**src/sv/bgd_pkg.sv**
```systemverilog
`timescale 1ns / 1ps
// ----------------------------------------------------------------------------
// bgd_pkg
// Shared types and constants for the button gesture detector.
// ----------------------------------------------------------------------------
package bgd_pkg;

    localparam int unsigned TimeW   = 16;
    localparam int unsigned EventW  = 3;
    localparam int unsigned CfgIdxW = 2;
    localparam int unsigned InDataW  = 24;
    localparam int unsigned OutDataW = 8;

    typedef logic [TimeW-1:0] time_ms_t;

    typedef enum logic [CfgIdxW-1:0] {
        CFG_TOUCH_MS  = 2'd0,
        CFG_SLIP_MS   = 2'd1,
        CFG_LONG_MS   = 2'd2,
        CFG_DOUBLE_MS = 2'd3
    } cfg_idx_t;

    localparam time_ms_t TouchMsRst  = 16'd20;
    localparam time_ms_t SlipMsRst   = 16'd20;
    localparam time_ms_t LongMsRst   = 16'd800;
    localparam time_ms_t DoubleMsRst = 16'd220;

    typedef struct packed {
        time_ms_t touch_ms;
        time_ms_t slip_ms;
        time_ms_t long_press_ms;
        time_ms_t double_click_ms;
    } bgd_cfg_t;

    typedef enum logic [2:0] {
        PH_IDLE     = 3'd0,
        PH_TOUCH    = 3'd1,
        PH_PRESS    = 3'd2,
        PH_SLIP     = 3'd3,
        PH_RELEASE  = 3'd4,
        PH_PRESS2   = 3'd5,
        PH_RELEASE2 = 3'd6,
        PH_DRAIN    = 3'd7
    } phase_t;

    typedef enum logic [EventW-1:0] {
        EV_NONE       = 3'd0,
        EV_DOWN       = 3'd1,
        EV_UP         = 3'd2,
        EV_CLICK      = 3'd3,
        EV_DOUBLE     = 3'd4,
        EV_LONG       = 3'd5,
        EV_CLICK_LONG = 3'd6
    } event_t;

endpackage

```
**src/sv/button_gesture_detector_top.sv**
```systemverilog
`timescale 1ns / 1ps
// an accepted item loads the input register, then the result register once the output side can take it
// throughput: one item per cycle unless m_tready stalls; the phase update is a single pass between the two registers
// a stalled result holds the input register, so at most two items are in flight
// reset: synchronous active-low aresetn clears both valid flags and the phase to idle,
// and loads the thresholds with 20, 20, 800 and 220 ms
// ----------------------------------------------------------------------------
// button_gesture_detector_top
// Debounced click, double click and long press detection on a sampled button.
// ----------------------------------------------------------------------------
module button_gesture_detector_top (
    input  logic                          aclk,
    input  logic                          aresetn,
    input  logic                          s_tvalid,
    output logic                          s_tready,
    input  logic [bgd_pkg::InDataW-1:0]   s_tdata,   // [0] pressed, [16:1] now_ms
    output logic                          m_tvalid,
    input  logic                          m_tready,
    output logic [bgd_pkg::OutDataW-1:0]  m_tdata,   // [2:0] event_code
    input  logic                          cfg_we,
    input  logic [bgd_pkg::CfgIdxW-1:0]   cfg_index,
    input  logic [bgd_pkg::TimeW-1:0]     cfg_wdata
);
    import bgd_pkg::*;

    bgd_cfg_t cfg;

    logic     in_valid_reg;
    logic     in_valid_next;
    logic     pressed_reg;
    time_ms_t now_reg;
    logic     out_valid_reg;
    logic     out_valid_next;
    event_t   event_reg;
    event_t   event_code;
    logic     out_ready;
    logic     advance;
    logic     s_fire;

    bgd_cfg_regs u_cfg (
        .aclk      (aclk),
        .aresetn   (aresetn),
        .cfg_we    (cfg_we),
        .cfg_index (cfg_index),
        .cfg_wdata (cfg_wdata),
        .cfg       (cfg)
    );

    bgd_fsm u_fsm (
        .aclk       (aclk),
        .aresetn    (aresetn),
        .step       (advance),
        .pressed    (pressed_reg),
        .now_ms     (now_reg),
        .cfg        (cfg),
        .event_code (event_code)
    );

    assign out_ready = !out_valid_reg || m_tready;
    assign advance   = in_valid_reg && out_ready;
    assign s_tready  = !in_valid_reg || out_ready;
    assign s_fire    = s_tvalid && s_tready;

    always_comb begin
        in_valid_next = in_valid_reg;
        if (s_fire) begin
            in_valid_next = 1'b1;
        end else if (advance) begin
            in_valid_next = 1'b0;
        end
        out_valid_next = out_valid_reg;
        if (advance) begin
            out_valid_next = 1'b1;
        end else if (m_tready) begin
            out_valid_next = 1'b0;
        end
    end

    always_ff @(posedge aclk) begin
        if (!aresetn) begin
            in_valid_reg  <= 1'b0;
            out_valid_reg <= 1'b0;
        end else begin
            in_valid_reg  <= in_valid_next;
            out_valid_reg <= out_valid_next;
        end
    end

    always_ff @(posedge aclk) begin
        if (s_fire) begin
            pressed_reg <= s_tdata[0];
            now_reg     <= s_tdata[TimeW:1];
        end
        if (advance) begin
            event_reg <= event_code;
        end
    end

    assign m_tvalid = out_valid_reg;
    assign m_tdata  = {{(OutDataW-EventW){1'b0}}, event_reg};

    // a full input stage that cannot move must refuse new items
    a_no_overrun: assert property (@(posedge aclk) disable iff (!aresetn)
        (in_valid_reg && !out_ready) |-> !s_tready)
        else $error("input accepted while input stage stalled");

    // every processed item shows up as a result on the next cycle
    a_result_follows: assert property (@(posedge aclk) disable iff (!aresetn)
        advance |=> m_tvalid)
        else $error("processed item produced no result");

    // the code 7 is never produced
    a_event_range: assert property (@(posedge aclk) disable iff (!aresetn)
        m_tvalid |-> (m_tdata[EventW-1:0] != 3'd7))
        else $error("invalid event code");

endmodule

```
**src/sv/bgd_cfg_regs.sv**
```systemverilog
`timescale 1ns / 1ps
// ----------------------------------------------------------------------------
// bgd_cfg_regs
// Timing threshold registers, written through a plain write port.
// ----------------------------------------------------------------------------
module bgd_cfg_regs (
    input  logic                      aclk,
    input  logic                      aresetn,
    input  logic                      cfg_we,
    input  logic [bgd_pkg::CfgIdxW-1:0] cfg_index,
    input  logic [bgd_pkg::TimeW-1:0] cfg_wdata,
    output bgd_pkg::bgd_cfg_t         cfg
);
    import bgd_pkg::*;

    bgd_cfg_t cfg_reg;
    bgd_cfg_t cfg_next;

    always_comb begin
        cfg_next = cfg_reg;
        if (cfg_we) begin
            unique case (cfg_idx_t'(cfg_index))
                CFG_TOUCH_MS:  cfg_next.touch_ms        = cfg_wdata;
                CFG_SLIP_MS:   cfg_next.slip_ms         = cfg_wdata;
                CFG_LONG_MS:   cfg_next.long_press_ms   = cfg_wdata;
                CFG_DOUBLE_MS: cfg_next.double_click_ms = cfg_wdata;
                default:       cfg_next = cfg_reg;
            endcase
        end
    end

    always_ff @(posedge aclk) begin
        if (!aresetn) begin
            cfg_reg.touch_ms        <= TouchMsRst;
            cfg_reg.slip_ms         <= SlipMsRst;
            cfg_reg.long_press_ms   <= LongMsRst;
            cfg_reg.double_click_ms <= DoubleMsRst;
        end else begin
            cfg_reg <= cfg_next;
        end
    end

    assign cfg = cfg_reg;

endmodule

```
**src/sv/bgd_fsm.sv**
```systemverilog
`timescale 1ns / 1ps
// ----------------------------------------------------------------------------
// bgd_fsm
// Gesture phase machine with time mark; gives one event per step.
// ----------------------------------------------------------------------------
module bgd_fsm (
    input  logic                      aclk,
    input  logic                      aresetn,
    input  logic                      step,
    input  logic                      pressed,
    input  logic [bgd_pkg::TimeW-1:0] now_ms,
    input  bgd_pkg::bgd_cfg_t         cfg,
    output bgd_pkg::event_t           event_code
);
    import bgd_pkg::*;

    phase_t   phase_reg;
    phase_t   phase_next;
    time_ms_t mark_reg;
    time_ms_t mark_next;
    time_ms_t elapsed;
    event_t   ev;

    // wraps modulo 2^16
    assign elapsed = now_ms - mark_reg;

    always_comb begin
        phase_next = phase_reg;
        mark_next  = mark_reg;
        ev         = EV_NONE;
        unique case (phase_reg)
            PH_IDLE: begin
                if (pressed) begin
                    phase_next = PH_TOUCH;
                    mark_next  = now_ms;
                end
            end
            PH_TOUCH: begin
                if (!pressed) begin
                    phase_next = PH_IDLE;
                end else if (elapsed > cfg.touch_ms) begin
                    phase_next = PH_PRESS;
                    ev         = EV_DOWN;
                end
            end
            PH_PRESS: begin
                if (pressed) begin
                    if (elapsed >= cfg.long_press_ms) begin
                        phase_next = PH_DRAIN;
                        ev         = EV_LONG;
                    end
                end else begin
                    phase_next = PH_SLIP;
                    mark_next  = now_ms;
                end
            end
            PH_SLIP: begin
                // repress keeps the slip mark
                if (pressed) begin
                    phase_next = PH_PRESS;
                end else if (elapsed > cfg.slip_ms) begin
                    phase_next = PH_RELEASE;
                    ev         = EV_UP;
                end
            end
            PH_RELEASE: begin
                if (pressed) begin
                    phase_next = PH_PRESS2;
                    mark_next  = now_ms;
                    ev         = EV_DOWN;
                end else if (elapsed > cfg.double_click_ms) begin
                    phase_next = PH_IDLE;
                    ev         = EV_CLICK;
                end
            end
            PH_PRESS2: begin
                if (pressed) begin
                    if (elapsed >= cfg.long_press_ms) begin
                        phase_next = PH_DRAIN;
                        ev         = EV_CLICK_LONG;
                    end
                end else begin
                    phase_next = PH_RELEASE2;
                    ev         = EV_UP;
                end
            end
            PH_RELEASE2: begin
                if (!pressed) begin
                    phase_next = PH_IDLE;
                    ev         = EV_DOUBLE;
                end
            end
            PH_DRAIN: begin
                if (!pressed) begin
                    phase_next = PH_IDLE;
                    ev         = EV_UP;
                end
            end
            default: begin
                phase_next = PH_IDLE;
            end
        endcase
    end

    always_ff @(posedge aclk) begin
        if (!aresetn) begin
            phase_reg <= PH_IDLE;
        end else if (step) begin
            phase_reg <= phase_next;
        end
    end

    // mark is always written before a phase that reads it
    always_ff @(posedge aclk) begin
        if (step) begin
            mark_reg <= mark_next;
        end
    end

    assign event_code = ev;

endmodule
```
**config.mk**
```make
export PLATFORM = sky130hd
export DESIGN_NAME = button_gesture_detector_top
export DESIGN_NICKNAME = d
export VERILOG_FILES = /design/src/sv/bgd_pkg.sv /design/src/sv/button_gesture_detector_top.sv /design/src/sv/bgd_cfg_regs.sv /design/src/sv/bgd_fsm.sv
export SDC_FILE = /design/constraint.sdc
export NUM_CORES = 1
export LEC_CHECK = 0
export BUFFER_PORTS_ARGS = -buffer_cell sky130_fd_sc_hd__buf_4
export CAP_MARGIN = 20
export CORE_MARGIN = 2
export CORE_UTILIZATION = 40
export DETAILED_ROUTE_END_ITERATION = 10
export PLACE_DENSITY = 0.68
export SKIP_LAST_GASP = 1
export SYNTH_ARGS = -nofsm -noshare
export SYNTH_HDL_FRONTEND = slang
export SYNTH_SLANG_ARGS = --single-unit
```
**constraint.sdc**
```tcl
create_clock -name aclk -period 7.2 [get_ports aclk]
set_input_delay 0.72 -clock aclk [delete_from_list [all_inputs] [get_ports aclk]]
set_output_delay 0.72 -clock aclk [all_outputs]
set_load 0.01 [all_outputs]
```
# == After elaboration in Yosys (flattened, before gate mapping) ==
# Cells that the tools add are included.
# op_classes
n_addsub,1
magnitude_cmp,4
eq_ne,17
muxes,32
reduce_logical,19
# op_table
operator,n
3-bit two-way mux,19
16-bit greater-than comparator,3
3-bit one-hot mux with 7 select lines,2
16-bit two-way mux,2
16-bit one-hot mux with 2 select lines,1
16-bit greater-or-equal comparator,1
16-bit subtractor,1
3-bit == test (second input constant),4
3-bit by 2-bit != test with 1-bit output (second input constant),3
2-bit AND reduction,4
3-bit by 2-bit == test with 1-bit output (second input constant),2
2-bit two-way mux,3
2-bit != test (second input constant),3
6-bit AND reduction,1
2-bit nonzero test,3
1-bit two-way mux,5
2-bit == test (second input constant),2
4-bit AND reduction,1
2-bit OR reduction,2
3-bit by 1-bit == test with 1-bit output (second input constant),1
3-bit logical NOT,1
2-bit by 1-bit == test with 1-bit output (second input constant),1
1-bit logical AND,2
1-bit logical NOT,2
3 further kinds,4
# word_totals
regBits,105
out_inout_bits,10
wordCells,84

# == Logic depth before layout (Yosys ltp) ==
# depth
ltp_word,5
mapped_depth,18
depth_no_buf,18

# == By module ==
# Synthesis repeated with hierarchy kept, for this count alone.
# hier_totals
cells_unflattened,678
hier_area_um2,6502.5
# by_module_without_submodules
mod,n_inst,cells_each,area_per_inst_um2,seq_area_each_um2
bgd_fsm,1,402,3238.1,540.5
bgd_cfg_regs,1,241,2518.7,1281.2
button_gesture_detector_top,1,35,745.7,640.6

# == Worst setup path before layout ==
# No wires, ideal clock.
# synth_path
path_type,flip-flop to flip-flop
startpoint,reg now_reg[0]
endpoint,reg u_fsm.phase_reg[2]
setup_time_ns,0.140
arrival_ns,4.067
required_time_ns,7.060
slack_ns,2.993
path_stages_with_launch,18
synth_period_minus_slack_ns,4.207
path_cell_list,edfxtp_1 -> inv_1 -> ha_1 -> fa_1 -> nor2b_1 -> o21ai_0 -> a21boi_0 -> o31a_1 -> o21bai_1 -> nand2_1 -> o311ai_0 -> ha_1 -> and3_1 -> a2111oi_0 -> a31oi_1 -> a31o_2 -> a2111oi_0 -> a2111oi_1
# synth_between
elab_chain_cells,5
word_cells_on_any_way,13
classes_between,add/sub (1); order compare (4); eq/ne (3); mux (4); reduce/logical (1)
# synth_lines
element,line_no,text
start: declaration,button_gesture_detector_top.sv:31,time_ms_t now_reg;
start signal: assignment,button_gesture_detector_top.sv:92,now_reg <= s_tdata[TimeW:1];
16-bit subtractor (*),bgd_fsm.sv:25,assign elapsed = now_ms - mark_reg;
16-bit greater-or-equal comparator,"bgd_fsm.sv:48, bgd_fsm.sv:78",
3-bit two-way mux,--,
3-bit two-way mux (on tied branches),--,
3-bit one-hot mux with 7 select lines,--,
end signal: assignment,bgd_fsm.sv:109,phase_reg <= phase_next;
end: declaration,bgd_fsm.sv:17,phase_t phase_reg;
# Mark *: on every way between the ends. The rest lies on a longest branch, timed or not.
# A chain may end at the register's enable or synchronous reset.

# == Worst setup path after layout ==
# layout_path
startpoint,reg now_reg[1]
endpoint,reg u_fsm.phase_reg[2]
# Same word-level chain as after synthesis.

==> flow_summary.yaml <==
route:
  drt_wl_total_um: 13800
  drt_pass1_iterations: 5
  vias: 4930
  ant_nets: 0
  wl_per_cell_um: 14.5
  first_iter_violations: 282
  via_per_inst: 5.17
  drc_errors: 0
clock_network:
  numCtsBuffers: 9
  clkSinkCount: 105
  clock_path_buffers: 2
  clk_pin_slew_worst_paths_ns: 0.07
  cts_setup_buffers: 0
  cts_tree: "done"
  root_buffer: "clkbuf_16"
  cts_resized: 0
  htreeDepth: 3
  insertion_delay_ns: 0.36
  cts_hold_buf: 0
yosys:
  async_flop_share: 0
  ys_ff_latch: 105
  ys_types: 64
  ys_warn_count: 0
  yosys.area.top_type: "dfxtp_1"
  syn_inst: 724
  netlist_area_um2: 6160
  synth.avg_cell_area_um2: 8.51
  synth_area_leaders: "dfxtp_1 (22%), edfxtp_1 (18%), ha_1 (16%)"
  synthFlopType: "dfxtp_1"
  yosysSeqAreaShare: 0.400
  synth_edf_count: 36
  synth_top_cell_area_share: 0.224
worst_setup_path:
  cp.required_ns: 7.44
  startpoint_type: "flop"
  r2r_end: "u_fsm.phase_reg[2]"
  r2r_start: "now_reg[1]"
  worstSetupPathType: "reg -> reg"
  arrival_ns: 5.39
  reg2regPathDepth: 16
  crit_fanout: 5
  r2r_setup_slack_ns: 2.05
  crit_path_end_kind: "flop"
finish:
  nNetsFinal: 887
  final_cell_area_um2: 6910
  syn_to_final_growth_pct: 12.2
  final_common_cell: "nand2_1"
  largest_reg_flops: 64
  final_cell_mix: "nand2_1 (146), inv_1 (92), a21oi_1 (88)"
  drive_gt1_frac: 0.0941
  diodes: 0
  fillers: 1478
  multiInputGateArea_um2: 3240
  regArea_um2: 2460
global_routing:
  grt_pass1_vias: 4681
  grt_overflow: 0
  track_usage: 0.182
  antenna_found_initial: 0
  grt_max_degree: 53
  grt_pass1_wl_um: 23400
die:
  start_util: 0.407
  fp.dieW_um: 128
  die_h_um: 128
  row_count: 45
  die_area_um2: 16400
  io_pins: 57
  coreArea_um2: 15100
timing:
  tns_ns: 0
  rsz0062_at_grt: "false"
  fmax_ghz: 0.194
  timing.final.crit_period_ns: 5.15
  maxSlewViolCount: 0
  skew_ns: 0.00487
  period_share: 0.715
  worst-slew-pin-transition_ns: 0.937
  finalHoldViolCount: 0
  maxSlewHeadroom: 0.375
  setup_violations: 0
power_and_ir_drop:
  power.density_nw_per_um2: 205
  peakVddDrop_mv: 0.200
  p_leak_nw: 2.76
place:
  io_buffers: 44
  place_congestion: 0.856
  place_area_um2: 6650
  dp.final_hpwl_um: 10200
hold_path:
  holdCritStartpoint: "u_cfg.cfg[29]"
  hold_end: "u_cfg.cfg[29]"
  holdCritPathClass: "reg -> reg"
  min_delay_path_depth: 2
status:
  status: "finished clean"
flow_run:
  drv_cap: 0
==> worst max-delay path: stages, from the launching register on <==
cell	delay (ns)
edfxtp_1	0.42
ha_1	0.31
nor2b_1	0.12
o21ai_0	0.23
a21oi_1	0.14
o41ai_1	0.61
o21ai_0	0.28
o41ai_1	0.35
xnor2_1	0.24
ha_1	0.35
nand2_1	0.08
nor4_2	0.39
a221oi_1	0.21
a21oi_1	0.33
o21ai_0	0.28
or2_0	0.32
a2111oi_1	0.39
==> how the worst max path moves through the flow <==
stage	start	cells past startpoint	endpoint
after floorplan	now_reg[0]	17	u_fsm.phase_reg[2]
after global routing	now_reg[1]	16	u_fsm.phase_reg[2]
after global placement	now_reg[1]	16	u_fsm.phase_reg[2]
after CTS	now_reg[1]	16	u_fsm.phase_reg[2]
final	now_reg[1]	16	u_fsm.phase_reg[2]
after detailed placement	now_reg[1]	16	u_fsm.phase_reg[2]
==> cells in the mapped netlist, types with 3 or more instances <==
master	count
nand2_1	146
inv_1	92
a21oi_1	88
ha_1	79
dfxtp_1	69
edfxtp_1	36
nor2_1	34
o21ai_0	19
clkbuf_1	16
o211ai_1	13
nand4_1	11
xnor2_1	10
nand2b_1	8
nor2b_1	8
nand3_1	6
nor3_1	6
o21a_1	6
buf_4	5
a2111oi_0	4
a211o_1	4
and3_1	4
buf_1	4
a21o_1	3
a31oi_1	3
o21bai_1	3
==> power by group <==
group | leakage [nW] | internal [W] | switching (W)
clock | 0.128 | 0.000231 | 0.000222
sequential | 0.903 | 0.000637 | 0.0000125
combinational | 1.73 | 0.000127 | 0.000187
total | 2.76 | 0.000995 | 0.000422
==> area by class of cell <==
cell class,instances,share of cell area
repair buffers,49,0.0532
well taps,188,0.0340
inverters,92,0.0500
multi-input cells,503,0.468
clock buffers,9,0.0326
clock inverters,7,0.00543
flip-flops and latches,105,0.356
==> per-layer routing <==
layer / track usage / routed length (um) / up-vias
met5: 0 / 0 / -
met1: 0.240 / 6530 / 2246
met2: 0.295 / 6330 / 111
met3: 0.0442 / 658 / 19
met4: 0.0556 / 280 / 0
li1: - / - / 2554
==> logic make-up after synthesis <==
group | count (synthesis) | synth area share
AND/OR/NAND/NOR | 235 | 0.167
AO/OA/AOI/OAI | 170 | 0.171
buffers and inverters | 120 | 0.0788
flip-flops | 105 | 0.400
adder cells (fa/ha/maj) | 80 | 0.164
XOR/XNOR | 10 | 0.0142
multiplexers | 3 | 0.00508
other | 1 | 0.000609
==> metrics by stage <==
stage	worst slack, ns	util	power [W]	instances	hold slack [ns]
floorplan	2.99	-	0.000881	728	0.426
global placement	2.21	0.439	0.000970	937	0.443
detailed placement	2.11	0.439	0.000977	937	0.447
CTS	2.06	0.456	0.00143	953	0.457
global route	1.44	0.456	0.00150	953	0.471
finish	2.05	0.456	0.00142	953	0.456
(Power assumes the default switching activity.)
